### src/hdl/wlca_pkg.sv
package wlca_pkg;

  // Lane count and field widths.
  localparam int LANES   = 4;
  localparam int LANE_W  = 2;
  localparam int WEIGHT_W = 16;
  localparam int CREDIT_W = 64;
  localparam int ACTIVE_W = 18;
  localparam int CFG_IDX_W = 3;

  // Request operation codes.
  localparam logic OP_SELECT  = 1'b0;
  localparam logic OP_ACCOUNT = 1'b1;

  // Weight register indexes.
  localparam logic [CFG_IDX_W-1:0] REG_WEIGHT_LANE0 = 3'd0;
  localparam logic [CFG_IDX_W-1:0] REG_WEIGHT_LANE1 = 3'd1;
  localparam logic [CFG_IDX_W-1:0] REG_WEIGHT_LANE2 = 3'd2;
  localparam logic [CFG_IDX_W-1:0] REG_WEIGHT_LANE3 = 3'd3;

  localparam logic signed [CREDIT_W-1:0] CREDIT_MAX = {1'b0, {(CREDIT_W-1){1'b1}}};
  localparam logic signed [CREDIT_W-1:0] CREDIT_MIN = {1'b1, {(CREDIT_W-1){1'b0}}};

  typedef logic [WEIGHT_W-1:0] weight_t;
  typedef logic signed [CREDIT_W-1:0] credit_t;

  // Candidate in the grant comparison tree.
  typedef struct packed {
    logic              present;
    credit_t           credit;
    weight_t           weight;
    logic [LANE_W-1:0] lane;
  } cand_t;

  // Larger of two candidates; b carries the higher lane index, so it wins full ties.
  function automatic cand_t pick(input cand_t a, input cand_t b);
    cand_t res;
    res = a;
    if (b.present) begin
      if (!a.present || (b.credit > a.credit) ||
          ((b.credit == a.credit) && (b.weight >= a.weight))) begin
        res = b;
      end
    end
    return res;
  endfunction

  // Credit plus weight, clamped at the positive limit.
  function automatic credit_t credit_add(input credit_t c, input weight_t w);
    logic signed [CREDIT_W:0] s;
    credit_t res;
    s = {c[CREDIT_W-1], c} + $signed({{(CREDIT_W-WEIGHT_W+1){1'b0}}, w});
    if (s[CREDIT_W:CREDIT_W-1] == 2'b01) begin
      res = CREDIT_MAX;
    end else begin
      res = s[CREDIT_W-1:0];
    end
    return res;
  endfunction

  // Credit minus active weight sum, clamped at the negative limit.
  function automatic credit_t credit_sub(input credit_t c, input logic [ACTIVE_W-1:0] a);
    logic signed [CREDIT_W:0] d;
    credit_t res;
    d = {c[CREDIT_W-1], c} - $signed({{(CREDIT_W-ACTIVE_W+1){1'b0}}, a});
    if (d[CREDIT_W:CREDIT_W-1] == 2'b10) begin
      res = CREDIT_MIN;
    end else begin
      res = d[CREDIT_W-1:0];
    end
    return res;
  endfunction

endpackage

### src/hdl/weighted_lane_credit_arbiter.sv
// Smooth weighted round-robin arbiter over four lanes.
// Input channel (in_valid / in_stall): a select request (in_op = 0) names the
// lanes with waiting work in in_lane_mask; an account request (in_op = 1)
// names the active lanes and the lane that was served in in_served_lane.
// Result channel (out_valid / out_stall): one result per request. A select
// returns the present lane with the highest credit (ties to the larger
// weight, then the higher lane) or out_granted = 0 on an empty mask. An
// account returns out_granted = 0 and updates the signed 64-bit credits.
// The user must write weights through cfg_wr_en / cfg_index / cfg_wdata
// only while idle; the block does not enforce it. A request passes the input
// register and then the result register; out_valid rises once the grant and
// credit logic behind the input register have fed the result register. One
// request is accepted every cycle while the receiver does not stall; the
// credit update and the grant both run in the cycle a request leaves the
// input register, so a request sees the credits left by the one before it.
// When the receiver stalls, the result register holds and the input register
// fills; in_stall rises once both are occupied.
// Reset clears all credits to zero, sets all weights to one and empties both
// registers.
module weighted_lane_credit_arbiter
  import wlca_pkg::*;
(
  input  logic                 clk,
  input  logic                 rst_n,
  input  logic                 cfg_wr_en,
  input  logic [CFG_IDX_W-1:0] cfg_index,
  input  logic [WEIGHT_W-1:0]  cfg_wdata,
  input  logic                 in_valid,
  output logic                 in_stall,
  input  logic                 in_op,
  input  logic [LANES-1:0]     in_lane_mask,
  input  logic [LANE_W-1:0]    in_served_lane,
  output logic                 out_valid,
  input  logic                 out_stall,
  output logic                 out_granted,
  output logic [LANE_W-1:0]    out_grant_lane
);

  weight_t           weight_r [LANES];
  credit_t           credit_r [LANES];
  credit_t           credit_nxt [LANES];

  logic              req_valid_r;
  logic              req_op_r;
  logic [LANES-1:0]  req_mask_r;
  logic [LANE_W-1:0] req_served_r;

  logic              out_valid_r;
  logic              out_granted_r;
  logic [LANE_W-1:0] out_lane_r;

  logic              advance;
  logic              in_take;
  cand_t             cand [LANES];
  cand_t             win_lo;
  cand_t             win_hi;
  cand_t             win;
  logic [ACTIVE_W-1:0] active_sum;
  logic              granted_nxt;

  // Handshake: the input register moves on when the result register is free or its result is being taken.
  assign advance  = req_valid_r && (!out_valid_r || !out_stall);
  assign in_stall = req_valid_r && !advance;
  assign in_take  = in_valid && !in_stall;

  // Weight registers.
  always_ff @(posedge clk) begin
    if (!rst_n) begin
      for (int i = 0; i < LANES; i++) begin
        weight_r[i] <= weight_t'(1);
      end
    end else if (cfg_wr_en) begin
      unique case (cfg_index)
        REG_WEIGHT_LANE0: weight_r[0] <= cfg_wdata;
        REG_WEIGHT_LANE1: weight_r[1] <= cfg_wdata;
        REG_WEIGHT_LANE2: weight_r[2] <= cfg_wdata;
        REG_WEIGHT_LANE3: weight_r[3] <= cfg_wdata;
        default: ;
      endcase
    end
  end

  // Input register.
  always_ff @(posedge clk) begin
    if (!rst_n) begin
      req_valid_r <= 1'b0;
    end else if (in_take) begin
      req_valid_r <= 1'b1;
    end else if (advance) begin
      req_valid_r <= 1'b0;
    end
  end

  always_ff @(posedge clk) begin
    if (in_take) begin
      req_op_r     <= in_op;
      req_mask_r   <= in_lane_mask;
      req_served_r <= in_served_lane;
    end
  end

  // Grant selection: a two-level comparison tree over the present lanes.
  always_comb begin
    for (int i = 0; i < LANES; i++) begin
      cand[i].present = req_mask_r[i];
      cand[i].credit  = credit_r[i];
      cand[i].weight  = weight_r[i];
      cand[i].lane    = LANE_W'(i);
    end
    win_lo = pick(cand[0], cand[1]);
    win_hi = pick(cand[2], cand[3]);
    win    = pick(win_lo, win_hi);
    granted_nxt = (req_op_r == OP_SELECT) && win.present;
  end

  // Credit accounting: active lanes gain their weight, the served lane pays the sum.
  always_comb begin
    active_sum = '0;
    for (int i = 0; i < LANES; i++) begin
      if (req_mask_r[i]) begin
        active_sum = active_sum + ACTIVE_W'(weight_r[i]);
      end
    end
    for (int i = 0; i < LANES; i++) begin
      credit_nxt[i] = req_mask_r[i] ? credit_add(credit_r[i], weight_r[i]) : credit_r[i];
      if (req_served_r == LANE_W'(i)) begin
        credit_nxt[i] = credit_sub(credit_nxt[i], active_sum);
      end
    end
  end

  always_ff @(posedge clk) begin
    if (!rst_n) begin
      for (int i = 0; i < LANES; i++) begin
        credit_r[i] <= '0;
      end
    end else if (advance && (req_op_r == OP_ACCOUNT)) begin
      for (int i = 0; i < LANES; i++) begin
        credit_r[i] <= credit_nxt[i];
      end
    end
  end

  // Result register.
  always_ff @(posedge clk) begin
    if (!rst_n) begin
      out_valid_r <= 1'b0;
    end else if (advance) begin
      out_valid_r <= 1'b1;
    end else if (!out_stall) begin
      out_valid_r <= 1'b0;
    end
  end

  always_ff @(posedge clk) begin
    if (advance) begin
      out_granted_r <= granted_nxt;
      out_lane_r    <= granted_nxt ? win.lane : '0;
    end
  end

  assign out_valid      = out_valid_r;
  assign out_granted    = out_granted_r;
  assign out_grant_lane = out_lane_r;

  // A result without a grant always reports lane zero.
  a_lane_zero: assert property (@(posedge clk) disable iff (!rst_n)
    (out_valid_r && !out_granted_r) |-> (out_lane_r == '0))
    else $error("grant lane nonzero without a grant");

  // A granted lane was present in the select mask.
  a_grant_present: assert property (@(posedge clk) disable iff (!rst_n)
    (advance && granted_nxt) |-> req_mask_r[win.lane])
    else $error("granted lane not in the mask");

  // Select requests never change the credits.
  a_select_no_update: assert property (@(posedge clk) disable iff (!rst_n)
    (advance && (req_op_r == OP_SELECT)) |=>
      ($stable(credit_r[0]) && $stable(credit_r[1]) &&
       $stable(credit_r[2]) && $stable(credit_r[3])))
    else $error("credits changed on a select request");

  // An account request never yields a grant.
  a_account_no_grant: assert property (@(posedge clk) disable iff (!rst_n)
    (advance && (req_op_r == OP_ACCOUNT)) |=> !out_granted_r)
    else $error("grant reported for an account request");

endmodule
### config.mk
export PLATFORM = sky130hd
export DESIGN_NAME = weighted_lane_credit_arbiter
export DESIGN_NICKNAME = d
export VERILOG_FILES = /design/src/hdl/wlca_pkg.sv /design/src/hdl/weighted_lane_credit_arbiter.sv
export SDC_FILE = /design/constraint.sdc
export NUM_CORES = 2
export LEC_CHECK = 0
export BUFFER_PORTS_ARGS = -buffer_cell sky130_fd_sc_hd__buf_2
export CORE_MARGIN = 1
export CORE_UTILIZATION = 50
export CTS_BUF_LIST = sky130_fd_sc_hd__clkbuf_4
export CTS_CLUSTER_DIAMETER = 200
export DETAILED_ROUTE_END_ITERATION = 8
export PLACE_DENSITY_LB_ADDON = 0.2
export SYNTH_ARGS = -nofsm -noshare
export SYNTH_HDL_FRONTEND = slang
export SYNTH_SLANG_ARGS = --single-unit
### constraint.sdc
create_clock -name clk -period 8.9 [get_ports clk]
set_clock_uncertainty 0.05 [all_clocks]
set_input_delay 0.89 -clock clk [delete_from_list [all_inputs] [get_ports clk]]
set_output_delay 0.89 -clock clk [all_outputs]
set_load 0.01 [all_outputs]
After elaboration in Yosys (flattened, before gate mapping)
Memory sizes are Yosys's and may differ from the RTL's. Index checks and enable logic that the tools add are counted.

Bits of input ports: 31. Bits in registers: 12. Memories: 2. RAM bits: 320. Logic and storage cells: 136.

Reductions and logical operators: 25. Multiplexer cells: 58. Bitwise logic cells: 9. Add/subtract/negate cells: 11. Equal/unequal tests: 18. Magnitude comparators: 6.

Memory list: credit_r (depth 4, bits a word 64, read ports 4, clocked after memory_dff 0, write ports 4, line weighted_lane_credit_arbiter.sv:40) `credit_t credit_r [LANES];`; weight_r (depth 4, bits a word 16, read ports 4, clocked after memory_dff 0, write ports 4, line weighted_lane_credit_arbiter.sv:39) `weight_t weight_r [LANES];`.

Operators by type and width (number): 64-bit 2-to-1 mux (20); 83-bit 2-to-1 mux (6); 64-bit by 17-bit adder with 65-bit output (4); 64-bit by 19-bit subtractor with 65-bit output (4); 64-bit equality test (3); 64-bit > comparator (3); 16-bit 2-to-1 mux (5); 18-bit by 16-bit adder with 18-bit output (3); 18-bit 2-to-1 mux (3); 16-bit >= comparator (3); 1-bit 2-to-1 mux (24); 2-bit equality test (second input constant) (6); 2-bit by 1-bit equality test with 1-bit output (second input constant) (5); 1-bit logical AND (8); 1-bit bitwise OR (8); 1-bit logical NOT (7); 1-bit logical OR (7); 3-bit by 2-bit equality test with 1-bit output (second input constant) (2); 3-bit by 1-bit equality test with 1-bit output (second input constant) (1); 3-bit logical NOT (1); 2-bit logical NOT (1); 2-bit by 1-bit inequality test with 1-bit output (second input constant) (1); 2-bit nonzero test (1); 1-bit inverter (1).

Logic depth before layout (Yosys ltp)
An unclocked memory read counts as a cell.

Depth after elaboration: 13. Mapped depth: 47. Gate-level depth less buffers: 43.

Worst setup path before layout
OpenSTA, ideal clock, no wires.

Path kind: flip-flop to flip-flop. Start: reg req_mask_r[0]. End: mem credit_r[1][54] (netlist name), data pin. Cell stages (with the launch flop): 42. Path buffers: 4. Period minus slack after synthesis: 9208 ps. Arrival: 8887 ps. Path slack: -308 ps. Cell sequence: edfxtp_1 clkbuf_1 clkbuf_1 clkbuf_1 nand2_1 inv_1 ha_1 a21o_1 maj3_1 maj3_1 a2111o_1 a22oi_1 o21ai_0 a21oi_1 xnor2_1 nand2_1 o21ai_0 ha_1 [6 not listed] xor2_1 mux2_2 ha_1 o21ai_0 a21o_1 and3_1 nor2_1 ha_1 or2_2 a21oi_1 a21oi_1 nand4bb_1 nor4b_2 and3_1 clkbuf_1 mux2i_1 xnor2_1 a21oi_1.

RTL lines: start, declared (line weighted_lane_credit_arbiter.sv:45) `logic [LANES-1:0] req_mask_r;`; start signal, assigned (line weighted_lane_credit_arbiter.sv:97) `req_mask_r <= in_lane_mask;`; end, declared (line weighted_lane_credit_arbiter.sv:40).

==> run metrics <==
outcome=finished, violations left; failing checks=design-rule violations; Min-Delay Path Class=in -> reg; PwrDens=about 150 nW/µm²; port bufs=35; routed len/inst=approximately 25 µm; Final nets=5896; remaining global-route overflow=0; Vias=43059; Post-synth EDFFs=330; Critical Path AT=between 9 and 10 ns; Fin. Hold Viols=0; CTS sink count=between 300 and 400; CTS tree=built; Setup CP Type=reg -> reg; # rows=105; Hold WS=between 0.05 and 0.06 ns; Worst Setup End Kind=flop; synth warn=0; Post-synth ARST share=0%; largest family of logic cells by synthesized area=simple AND/OR/NAND/NOR gates; Most used DFF post-synth=edfxtp_1; Distinct cells, synth=100; initial core utilization=approximately half; dpl hpwl=between 100 and 150 mm; synthesis-stage register bit count=about 330; crit path buf inv count=5; Synth Area in Simple Gates=roughly a quarter; Clk Latency, worst-skew pair=1.00 ns; number of global-route vias before repair=about 40000; antenna-violating nets left=0; area grow syn2layout=13.91%; die footprint=between 80000 and 90000 µm²; worst-margin pin slew=~1.3 ns; Sw Pwr=~3 mW; Slowest-stage cell, CP=or4_1; Clock Tree Root=clkbuf_4; DR DRC count=3; R2R setup slack=approximately 0.26 ns; Die X=290.5 µm; final wirelength=between 150 and 200 mm; compound-cell area share of the yosys netlist=a little under a fifth; total power=slightly above 7 mW; most common cell after layout, fill and taps aside=nor2_1; # placed instances=approximately 6400; DR iter-0 viols=about 5000; CP top delay family=simple AND/OR/NAND/NOR gates; final instance area=roughly 47000 µm²; CP Data Required Time=~9.5 ns; Adder-Cell Fraction of Synth Area=between 10% and 20%; Core ar.=approximately 80000 µm²; Reg clk slew, reported paths=about 0.070 ns; Leak Pwr=19.13 nW; Final setup viols=0; largest net degree at the start of global routing=between 100 and 150; Sw Ratio=42.74%; share of layout cells above drive strength 1=around 15%; Tcrit/Tclk final=about 97%; crit path time final=about 8.6 ns; Max Clock Freq=~120 MHz; unrepaired setup endpoints after global routing=yes; TritonCTS Buffers=about 100; Avg Inst Size Synth=just over 8 µm²; first-pass GRT wire length=approximately 250 mm; sequential area share after synthesis=a little under a quarter; Logic pwr share=between 50 and 60%; CP max stage delay=between 0.6 and 0.7 ns; vias per cell=around 6.5; # H-tree levels=3; CP Max Fanout=25; Clock Tree Buf Depth=3; drt pass-1 iters=9; die height=between 200 and 300 µm; Mapped Cells=between 5000 and 6000; dpl cell area=roughly 46000 µm²; GPL Wtd Cong=about 1.1; Total GRT Usage=38.55%; Syn Nets=about 5500; commonest non-fill, non-tap cells in the layout=nor2_1 (478), nand2_1 (412), ha_1 (411); Setup crit start kind=flop; Worst slew margin=10.13%; io pins=36; Max-Cap Viols=0; Peak supply drop=between 0.1 and 0.15 mV; final cell count without fillers=6581; hold_buf cts=0; initial antenna violation count=5; multiplexer share of the synthesized area=between 5 and 6%; Sequential Power Share=around 27%; Mapped Area=between 40000 and 50000 µm²; Power Internal=4.140 mW; clock group share of total power=approximately a fifth; area share of xor/xnor cells in the synthesized design=about a tenth; Final Slew Violations=0
## power groups by stage
stage               clock network [mW]  registers, mW  logic [mW]
finish                            1.55           1.98        3.70
global route                      1.63           1.99        4.01
CTS                               1.56           1.97        3.48
detailed placement                   0           2.00        3.45
global placement                     0           2.00        3.40
floorplan                            0           1.96        2.33
## cell type report
cell class                 instances  area [µm²]
fill                            7644       34850
multi-input combinational       4311       30530
sequential                       332        9950
timing repair buffer             437        3392
tap                             1070        1339
clock buffer                     137        1028
inverter                         250       938.4
clock inverter                    40       201.4
antenna                            4       10.01
## cell families after synthesis
group,Yosys count
adder cells (fa/ha/maj),436
flip-flops,332
buffers and inverters,438
multiplexers,203
AND/OR/NAND/NOR,2011
XOR/XNOR,467
AO/OA/AOI/OAI,1194
## stage by stage
| stage | setup WS [ns] | util, % | TNS (ns) |
|---|---|---|---|
| after floorplan | 0.03758 | - | 0 |
| after global placement | -0.1843 | 55.41 | -6.882 |
| after detailed placement | -0.3421 | 55.41 | -32.71 |
| after CTS | 0.001362 | 56.97 | 0 |
| after global routing | -0.06612 | 57.62 | -0.9651 |
| final | 0.2619 | 57.63 | 0 |
## Yosys cell counts (27+ instances only)
master	n	area [µm²]
nor3_1	180	900.9
a31oi_1	86	538.0
nand2b_1	60	375.4
inv_1	249	934.7
mux2_2	88	991.0
nor2b_1	46	287.8
or3_1	60	375.4
a21oi_1	310	1551
edfxtp_1	330	9910
xor2_1	173	1515
o2111ai_1	27	236.5
nand3_1	183	915.9
nor4_1	78	488.0
nand2_1	414	1554
nand4_1	164	1026
nor2_1	480	1802
mux2i_1	113	1131
a211oi_1	76	570.6
ha_1	421	5268
clkbuf_1	151	566.8
and3_1	83	519.3
o211ai_1	36	270.3
o21ai_0	205	1026
o2bb2ai_1	30	262.8
or4_1	30	225.2
and4_1	39	341.6
and2_1	102	638.1
o21a_1	46	345.3
a21o_1	150	1126
xnor2_1	294	2575
## state kept, by name, summed over array words and instances (netlist names)
register	flops
credit_r	256
out_grant_lane	2
out_granted	1
out_valid	1
req_mask_r	4
req_op_r	1
req_served_r	2
req_valid_r	1
weight_r	64
## per-layer routing
metal	part of all wire (%)	global-route usage, %	vias up
met4	7.1	23.96	0
met5	0	0	-
met1	39	49.84	20151
li1	-	-	19794
met2	42	57.35	2529
met3	12	9.888	585
## worst paths after layout
kind / depth (start not counted) / end / start
setup / recovery: 30 / out_grant_lane[0] / credit_r[2][62]
hold / removal: 1 / req_mask_r[1] / in_lane_mask[1]
setup reg to reg: 30 / out_grant_lane[0] / credit_r[2][62]
hold reg to reg: 2 / out_valid / req_valid_r
## timing repair
action / 4_1_cts / 5_1_grt
resized for setup: 14 / 91
buffers inserted: 0 / 10
cloned: 0 / 0
setup endpoints to repair: 182 / 256
pin swaps: 1 / 39
No activity file was read; power rests on OpenSTA's default activity.
